--- src/sv/bba_pkg.sv ---
// Shared constants, codes and controller/datapath interface types for the
// bitmap block allocator. No dependencies.
package bba_pkg;

	// Sizes.
	localparam int DEF_MAX_BLOCKS = 1024;
	localparam int WORD_BITS      = 64;
	localparam int WORD_LSB       = 6;

	// Field and register widths.
	localparam int KIND_W     = 2;
	localparam int TGT_W      = 10;
	localparam int ENT_W      = 8;
	localparam int STAT_W     = 2;
	localparam int OFF_W      = 42;
	localparam int LIVE_W     = 11;
	localparam int BSIZE_W    = 32;
	localparam int BCNT_W     = 11;
	localparam int CAP_W      = 8;
	localparam int CFG_IDX_W  = 2;
	localparam int CFG_DATA_W = 32;

	// Request kinds.
	localparam logic [KIND_W-1:0] KIND_ACQUIRE = 2'd0;
	localparam logic [KIND_W-1:0] KIND_RELEASE = 2'd1;
	localparam logic [KIND_W-1:0] KIND_RESTORE = 2'd2;
	localparam logic [KIND_W-1:0] KIND_INSPECT = 2'd3;

	// Result status codes.
	localparam logic [STAT_W-1:0] STAT_OK        = 2'd0;
	localparam logic [STAT_W-1:0] STAT_EXHAUSTED = 2'd1;
	localparam logic [STAT_W-1:0] STAT_DOUBLE    = 2'd2;
	localparam logic [STAT_W-1:0] STAT_RANGE     = 2'd3;

	// Configuration register indexes.
	localparam logic [CFG_IDX_W-1:0] REG_BLOCK_SIZE  = 2'd0;
	localparam logic [CFG_IDX_W-1:0] REG_BLOCK_COUNT = 2'd1;
	localparam logic [CFG_IDX_W-1:0] REG_CAPACITY    = 2'd2;

	// Register reset values.
	localparam logic [BSIZE_W-1:0] RST_BLOCK_SIZE  = 32'd4096;
	localparam logic [BCNT_W-1:0]  RST_BLOCK_COUNT = 11'd1024;
	localparam logic [CAP_W-1:0]   DEF_CAPACITY    = 8'd8;

	// Commands from the controller to the datapath.
	typedef struct packed {
		logic clear_step;
		logic accept;
		logic scan_init;
		logic scan_step;
		logic grant;
		logic answer;
		logic lookup;
		logic decide;
		logic reply_range;
		logic reply_exhaust;
	} cmd_t;

	// Status from the datapath to the controller.
	typedef struct packed {
		logic restart;
		logic clear_done;
		logic is_acquire;
		logic out_of_range;
		logic found;
		logic exhausted;
	} sts_t;

endpackage

--- src/sv/bba_ctrl.sv ---
// Sequencing state machine of the bitmap block allocator.
// Depends on bba_pkg for the command and status types.
module bba_ctrl (
	input  logic          clk,
	input  logic          arst_n,
	input  logic          start,
	output logic          busy,
	input  bba_pkg::sts_t sts,
	output bba_pkg::cmd_t cmd
);

	typedef enum logic [6:0] {
		ST_CLEAR  = 7'b0000001,
		ST_IDLE   = 7'b0000010,
		ST_ROUTE  = 7'b0000100,
		ST_SCAN   = 7'b0001000,
		ST_GRANT  = 7'b0010000,
		ST_ANSWER = 7'b0100000,
		ST_DECIDE = 7'b1000000
	} state_t;

	state_t state_q;
	state_t state_nxt;

	always_comb begin
		cmd       = '0;
		state_nxt = state_q;
		case (state_q)
			ST_CLEAR: begin
				cmd.clear_step = 1'b1;
				if (sts.clear_done) begin
					state_nxt = ST_IDLE;
				end
			end
			ST_IDLE: begin
				if (start) begin
					cmd.accept = 1'b1;
					state_nxt  = ST_ROUTE;
				end
			end
			ST_ROUTE: begin
				if (sts.is_acquire) begin
					cmd.scan_init = 1'b1;
					state_nxt     = ST_SCAN;
				end else if (sts.out_of_range) begin
					cmd.reply_range = 1'b1;
					state_nxt       = ST_IDLE;
				end else begin
					cmd.lookup = 1'b1;
					state_nxt  = ST_DECIDE;
				end
			end
			ST_SCAN: begin
				cmd.scan_step = 1'b1;
				if (sts.found) begin
					state_nxt = ST_GRANT;
				end else if (sts.exhausted) begin
					cmd.reply_exhaust = 1'b1;
					state_nxt         = ST_IDLE;
				end
			end
			ST_GRANT: begin
				cmd.grant = 1'b1;
				state_nxt = ST_ANSWER;
			end
			ST_ANSWER: begin
				cmd.answer = 1'b1;
				state_nxt  = ST_IDLE;
			end
			ST_DECIDE: begin
				cmd.decide = 1'b1;
				state_nxt  = ST_IDLE;
			end
			default: begin
				state_nxt = ST_IDLE;
			end
		endcase
		// A new block count wipes all allocation state.
		if (sts.restart) begin
			state_nxt = ST_CLEAR;
		end
	end

	always_ff @(posedge clk or negedge arst_n) begin
		if (!arst_n) begin
			state_q <= ST_CLEAR;
		end else begin
			state_q <= state_nxt;
		end
	end

	assign busy = (state_q != ST_IDLE);

endmodule

--- config.mk ---
export PLATFORM = sky130hd
export DESIGN_NAME = bba_ctrl
export DESIGN_NICKNAME = d
export VERILOG_FILES = /design/src/sv/bba_pkg.sv /design/src/sv/bba_ctrl.sv
export SDC_FILE = /design/constraint.sdc
export NUM_CORES = 1
export LEC_CHECK = 0
export ABC_AREA = 0
export ABC_CLOCK_PERIOD_IN_PS = 4100
export BUFFER_PORTS_ARGS = -buffer_cell sky130_fd_sc_hd__buf_4
export CELL_PAD_IN_SITES_DETAIL_PLACEMENT = 0
export CELL_PAD_IN_SITES_GLOBAL_PLACEMENT = 1
export CORE_MARGIN = 5
export CORE_UTILIZATION = 35
export CTS_CLUSTER_SIZE = 25
export DETAILED_ROUTE_END_ITERATION = 10
export GPL_TIMING_DRIVEN = 1
export PLACE_DENSITY_LB_ADDON = 0.1
export SLEW_MARGIN = 10
export SYNTH_ARGS = -nofsm -noshare
export SYNTH_HDL_FRONTEND = slang
export SYNTH_SLANG_ARGS = --single-unit
--- constraint.sdc ---
create_clock -name clk -period 4.1 [get_ports clk]
set_input_delay 0.41 -clock clk [delete_from_list [all_inputs] [get_ports clk]]
set_output_delay 0.41 -clock clk [all_outputs]
set_load 0.02 [all_outputs]
Word level (Yosys, flattened, before mapping)
Cells that the tools add are included.

Register bits after elaboration: 7.

Equal/unequal tests: 11. Multiplexer cells: 26. Reduce and logical (&&, ||, !) cells: 1.

Operator list (count): 2-to-1 mux 7 bit (7); case mux 7 bit (5 select lines) (1); 2-to-1 mux 1 bit (18); == test 7 x 1 -> 1 bit (second input constant) (1); == test 7 x 2 -> 1 bit (second input constant) (1); == test 7 x 3 -> 1 bit (second input constant) (1); == test 7 x 4 -> 1 bit (second input constant) (1); == test 7 x 5 -> 1 bit (second input constant) (1); == test 7 x 6 -> 1 bit (second input constant) (1); == test 7 bit (second input constant) (1); != test 7 x 2 -> 1 bit (second input constant) (1); != test 3 bit (second input constant) (2); != test 4 bit (second input constant) (1); AND reduction 3 bit (1).

Longest topological paths before layout
Gate-level depths: netlist (run 1).

Word-level depth: 4. Mapped depth: 5. Mapped depth without buffers: 4.

Worst setup path before layout (run 1)
Ideal clock, no wire load.

Path kind: reg-to-output. Start point: register state_q[1]. End point: output port cmd[3] (netlist name). Arrival: 1.447 ns. Path slack: 2.243 ns. Cell stages (with the launch flop): 5. Cells stage by stage: dfrtp_1 > clkbuf_1 > nor4b_2 > nand2_1 > nor3_1.

RTL lines: start, declared (line bba_ctrl.sv:22) `state_t state_q;`; start signal, assigned (line bba_ctrl.sv:88) `state_q <= state_nxt;`; end, declared (line bba_ctrl.sv:9) `output bba_pkg::cmd_t cmd`.

==> impl_metrics.py, run 1 <==
metrics = {
    "clocking": {
        "cts_resized": 0,
        "tritoncts": "done",
        "clock_sinks": 7,
        "cts-root-buf": "clkbuf_4",
        "clockBufferDepth": 2,
        "clk_latency_ns": 0.25,
        "htree_levels": 1,
        "cts_hold_buf": 1,
        "clk_pin_slew_ns": 0.06,
        "cts_made_buffers": 3,
        "cts_setup_buffers": 0,
    },
    "timing": {
        "fin_worst_skew_ns": 0.000997,
        "min_period_ns": 2.10,
        "hold_ws_ns": 0.326,
        "tightestPinTransition_ns": 0.382,
        "finalMaxSlewViolations": 0,
        "setup_viol": 0,
        "period_share_pct": 51.1,
        "relSlewSlack_pct": 74.3,
        "hold_viol": 0,
        "worst_slack_ns": 2.00,
        "finalSetupTns_ns": 0,
        "rsz0062_at_grt": "no",
        "max_freq_mhz": 477,
    },
    "outcome": {
        "status": "completed",
    },
    "global_route": {
        "grt_max_degree": 12,
        "grt_pass1_wl_mm": 1.95,
        "met1_usage_pct": 16.9,
        "grt_use_met3_pct": 4.60,
        "grt_pass1_vias": 441,
        "met2_usage_pct": 18.2,
        "antenna_found_initial": 0,
        "gr-usage-all-layers_pct": 12.3,
        "busiest_layer": "met2",
        "grt-ovfl-total": 0,
    },
    "synthesis": {
        "ys_types": 31,
        "syn_area_per_cell_um2": 9.23,
        "ys_ff_latch": 7,
        "synthArstFlopShare_pct": 100,
        "ys_seq_area_share_pct": 36.1,
        "synthesis.nets": 62,
        "synth_edf_count": 0,
        "syn_inst": 53,
        "synth_ff_type": "dfrtp_1",
        "netlist_area_um2": 489,
        "yosysWarnings": 0,
    },
    "detailed_routing": {
        "dr_total_vias": 479,
        "wl_mm": 1.22,
        "dr.pass1.iters": 3,
        "drc": 0,
        "via_per_inst": 5.32,
        "antenna_left": 0,
        "drt_iter0_drc": 11,
        "wl_per_cell_um": 13.6,
    },
    "placement": {
        "placed_area_um2": 642,
        "dp_hpwl_um": 990,
        "dp_cells": 85,
        "port_buffers": 19,
        "place_ws_ns": 2.27,
        "gp_congestion": 0.746,
    },
    "final_layout": {
        "regArea_um2": 176,
        "fill_cells": 139,
        "fin_area_um2": 679,
        "top_register": "state_q",
        "multiInputGateArea_um2": 293,
        "antenna_cells": 0,
        "final_cells": 90,
        "fin_util_pct": 51.6,
        "syn2layout_area_growth_pct": 38.9,
        "drive_above_1_share_pct": 40.0,
        "num-nets-final": 85,
        "largest_reg_flops": 7,
        "reg.largest.list": "state_q: 7 flops",
    },
    "worst_setup_path": {
        "crit_family": "simple AND/OR/NAND/NOR gates",
        "cp_slowest_stage_delay_ns": 0.46,
        "critPathArrivalTime_ns": 1.69,
        "worstPathRequired_ns": 3.69,
        "crit_slowest_cell": "dfrtp_1",
        "path_buf_inv": 1,
        "path_max_fanout": 9,
        "path_cells": "nor3_1 -> and2_1 -> and4b_1 -> buf_4",
        "crit_type": "reg -> out",
        "cp-end-kind": "output port",
        "start_kind": "register",
    },
    "power": {
        "peakVddDrop_mv": 0.206,
        "p_leak_nw": 0.325,
        "power_mw": 0.169,
        "power.density_nw_per_um2": 248,
    },
    "floorplanning": {
        "fp.dieW_um": 47.4,
        "die_area_um2": 2250,
        "num_io_pins": 20,
        "start_util_pct": 37.1,
        "die_h_um": 47.4,
        "core_um2": 1320,
        "rows": 13,
    },
    "min_path": {
        "hp-class": "in -> reg",
    },
    "flow_run": {
        "drv_cap": 0,
    },
}
-- area by class of cell --
| cell class | instances | share of cell area (%) |
|---|---|---|
| Tap cell | 15 | 2.76 |
| Multi-Input combinational cell | 41 | 43.1 |
| Inverter | 3 | 1.66 |
| Clock inverter | 1 | 0.737 |
| Clock buffer | 3 | 3.31 |
| Sequential cell | 7 | 26.0 |
| Timing Repair Buffer | 20 | 22.5 |
-- cell families after synthesis --
group	share of synthesized area, %
DFF	36.1
and+or+nand+nor	46.5
xor gates and xnor gates	1.79
buffers and inverters	4.09
AOI/OAI and AO/OA	11.5
-- Yosys cell counts, drive strengths merged (2+ instances only) --
cell type  count  area, µm²
and3           2       13.8
and4bb         2       25.0
dfrtp          6        150
inv            3       11.3
nand3          2       15.0
nand3b         2       15.0
nor2           6       22.5
nor3           2       10.0
nor3b          4       30.0
nor4           3       33.8
o21ai          4       20.0
-- per-layer routing --
metal	vias to the layer above	wire length (µm)	share of wire, %
met2	6	570	47
met5	-	0	0
met3	2	38	3.1
met4	0	10	0.82
li1	246	-	-
met1	225	600	49
-- power by group --
group | switching (mW) | total [mW] | internal (mW)
logic | 0.0139 | 0.0289 | 0.0151
registers | 0.00500 | 0.0768 | 0.0718
clock network | 0.0273 | 0.0630 | 0.0357
total | 0.0462 | 0.169 | 0.123
-- worst paths after layout --
check | from | to | slack [ns] | cells past startpoint
setup / recovery | state_q[4] | cmd[8] | 2.00 | 4
hold / removal | sts[2] | state_q[6] | 0.33 | 2
setup reg to reg | state_q[4] | state_q[2] | 2.49 | 4
hold reg to reg | state_q[5] | state_q[1] | 0.71 | 2
max in group asynchronous | arst_n | state_q[0] | 3.38 | 2
min in group asynchronous | arst_n | state_q[6] | 0.52 | 2
-- placed cells by master (no fill, tap or decap), types with 2 or more instances in the layout --
master,n
o21ai_0,4
dfrtp_1,6
inv_1,3
clkbuf_4,3
nor2_1,6
nor4_1,2
and4bb_2,2
nor3b_1,4
nor3_1,2
nand3b_1,2
buf_4,19
-- worst reg2reg max path: cells and delay by family, from the launching register on --
| kind | cells | cell delay [ns] |
|---|---|---|
| AND/OR/NAND/NOR | 4 | 1.03 |
| flip-flops | 1 | 0.46 |
Note: power is estimated with default switching activity, not from simulation.
==> inputs of run 2 (changes only) <==
--- a/config.mk
+++ b/config.mk
@@ -6,12 +6,12 @@
 export NUM_CORES = 1
 export LEC_CHECK = 0
 export ABC_AREA = 0
-export ABC_CLOCK_PERIOD_IN_PS = 4100
+export ABC_CLOCK_PERIOD_IN_PS = 2100
 export BUFFER_PORTS_ARGS = -buffer_cell sky130_fd_sc_hd__buf_4
 export CELL_PAD_IN_SITES_DETAIL_PLACEMENT = 0
 export CELL_PAD_IN_SITES_GLOBAL_PLACEMENT = 1
 export CORE_MARGIN = 5
-export CORE_UTILIZATION = 35
+export CORE_UTILIZATION = 32
 export CTS_CLUSTER_SIZE = 25
 export DETAILED_ROUTE_END_ITERATION = 10
 export GPL_TIMING_DRIVEN = 1
==> constraint.sdc (replaced) <==
create_clock -name clk -period 2.1 [get_ports clk]
set_input_delay 0.21 -clock clk [delete_from_list [all_inputs] [get_ports clk]]
set_output_delay 0.21 -clock clk [all_outputs]
set_load 0.02 [all_outputs]
==> impl_metrics.py, run 2 (synthesized netlist as in run 1, its figures left out) <==
metrics = {
    "clocking": {
        "cts_made_buffers": 3,
        "cts-root-buf": "clkbuf_4",
        "clk_pin_slew_ns": 0.05,
        "clk_latency_ns": 0.25,
        "clockBufferDepth": 2,
        "htree_levels": 1,
        "clock_sinks": 7,
        "tritoncts": "done",
    },
    "timing": {
        "fin_worst_skew_ns": 0.00275,
        "relSlewSlack_pct": 76.5,
        "hold_viol": 0,
        "min_period_ns": 1.82,
        "finalSetupTns_ns": 0,
        "rsz0062_at_grt": "no",
        "hold_ws_ns": 0.134,
        "max_freq_mhz": 549,
        "setup_viol": 0,
        "tightestPinTransition_ns": 0.344,
        "period_share_pct": 86.7,
        "finalMaxSlewViolations": 0,
    },
    "detailed_routing": {
        "route.met3.wl_um": 59,
        "wl_met1_um": 582,
        "antenna_left": 0,
        "drc": 0,
        "wl_mm": 1.19,
        "drt_iter0_drc": 5,
        "via_per_inst": 5.37,
        "dr.pass1.iters": 3,
        "wl_met2_um": 528,
        "dr_total_vias": 489,
        "wl_per_cell_um": 13.1,
        "top_layer_used": "met4",
    },
    "power": {
        "power.density_nw_per_um2": 477,
        "p_sw_mw": 0.0845,
        "power_frac_comb_pct": 17.2,
        "peakVddDrop_mv": 0.293,
        "sw_frac_of_total_pct": 25.9,
        "p_clk_share_pct": 36.8,
        "power_frac_seq_pct": 46.0,
        "intPower_mw": 0.242,
        "p_leak_nw": 0.323,
    },
    "global_route": {
        "grt_pass1_wl_mm": 2.15,
        "grt-ovfl-total": 0,
        "grt_max_degree": 12,
        "antenna_found_initial": 0,
        "grt_pass1_vias": 485,
        "gr-usage-all-layers_pct": 11.2,
    },
    "worst_setup_path": {
        "start_kind": "register",
        "path_cells": "nor3_2 -> and2_1 -> and4b_1 -> buf_4",
        "worstPathRequired_ns": 1.89,
        "crit_family": "simple AND/OR/NAND/NOR gates",
        "path_buf_inv": 1,
        "cp_slowest_stage_delay_ns": 0.45,
        "cp-end-kind": "output port",
        "worstSetupPathDepth": 4,
        "crit_slowest_cell": "dfrtp_1",
        "worst-r2r-cell-count": 4,
        "path_max_fanout": 6,
        "crit_type": "reg -> out",
        "critPathArrivalTime_ns": 1.61,
    },
    "floorplanning": {
        "fp.dieW_um": 49.1,
        "start_util_pct": 33.2,
        "num_io_pins": 20,
        "die_h_um": 49.1,
        "rows": 14,
        "core_um2": 1470,
        "die_area_um2": 2410,
    },
    "final_layout": {
        "fin_util_pct": 46.5,
        "num-nets-final": 85,
        "syn2layout_area_growth_pct": 39.9,
        "antenna_cells": 0,
        "fin_area_um2": 684,
        "largest_reg_flops": 7,
        "fill_cells": 158,
        "final_common_cell": "buf_4",
        "top_register": "state_q",
        "final_cell_mix": "19 x buf_4, 6 x nor2_1, 6 x dfrtp_1, 4 x nor3b_1, 4 x o21ai_0",
        "reg.largest.list": "state_q: 7 flops",
        "drive_above_1_share_pct": 40.0,
    },
    "min_path": {
        "hp-class": "in -> reg",
        "holdPathStages": 2,
    },
    "flow_run": {
        "drv_cap": 0,
    },
    "placement": {
        "placed_area_um2": 643,
        "gp_congestion": 0.720,
        "dp_hpwl_um": 942,
        "port_buffers": 19,
    },
    "outcome": {
        "status": "completed",
    },
}
## run 2: changes by cell type in the layout (fill, tap and decap cells not counted), sizes merged
cell and change:
clkbuf +1, clkinv -1
## run 2: final cells by class
| class | instances | area [µm²] | share of cell area, % |
|---|---|---|---|
| multi-input combinational | 41 | 298 | 43.5 |
| sequential | 7 | 176 | 25.8 |
| timing repair buffer | 20 | 153 | 22.3 |
| clock buffer | 4 | 26.3 | 3.84 |
| tap | 16 | 20.0 | 2.93 |
| inverter | 3 | 11.3 | 1.65 |
## run 2: per-layer routing
layer  global-route usage [%]  vias to the layer above
met1                     15.1                      225
met4                     5.38                        0
met5                        0                        -
met2                     16.3                       15
li1                         -                      245
met3                     2.75                        4
## run 2: worst paths after layout
kind                       startpoint    endpoint  slack (ns)
max                        state_q[5]      cmd[8]        0.28
min                            sts[2]  state_q[6]        0.13
max reg2reg                state_q[4]  state_q[2]        0.51
min reg2reg                state_q[0]  state_q[0]        0.71
max in group asynchronous      arst_n  state_q[0]        1.59
min in group asynchronous      arst_n  state_q[6]        0.31
## run 2: worst reg2reg max path, stage by stage (launching register included)
cell and delay (ns):
dfrtp_1 0.46, nor4_4 0.33, nand3_2 0.15, or3_1 0.35, and3_1 0.18
## run 2: power by group through the flow
stage	clock (mW)	combinational, mW	sequential, mW
after global routing	0.132	0.0627	0.152
final	0.120	0.0562	0.150
after floorplan	0	0.0314	0.146
after global placement	0	0.0558	0.153
after CTS	0.125	0.0572	0.150
after detailed placement	0	0.0555	0.152
## run 2: timing repair
action	CTS	global route
endpoints found under the setup margin	0	1
resized for setup	0	1
setup buffers	0	0
hold buffers	1	0
hold endpoints to repair	7	0
## run 2: stage by stage
step / power, mW / std cells / worst slack [ns]
floorplan: 0.178 / 53 / 0.443
global placement: 0.209 / 86 / 0.380
detailed placement: 0.208 / 86 / 0.383
CTS: 0.332 / 91 / 0.114
global route: 0.347 / 91 / 0.128
finish: 0.327 / 91 / 0.280
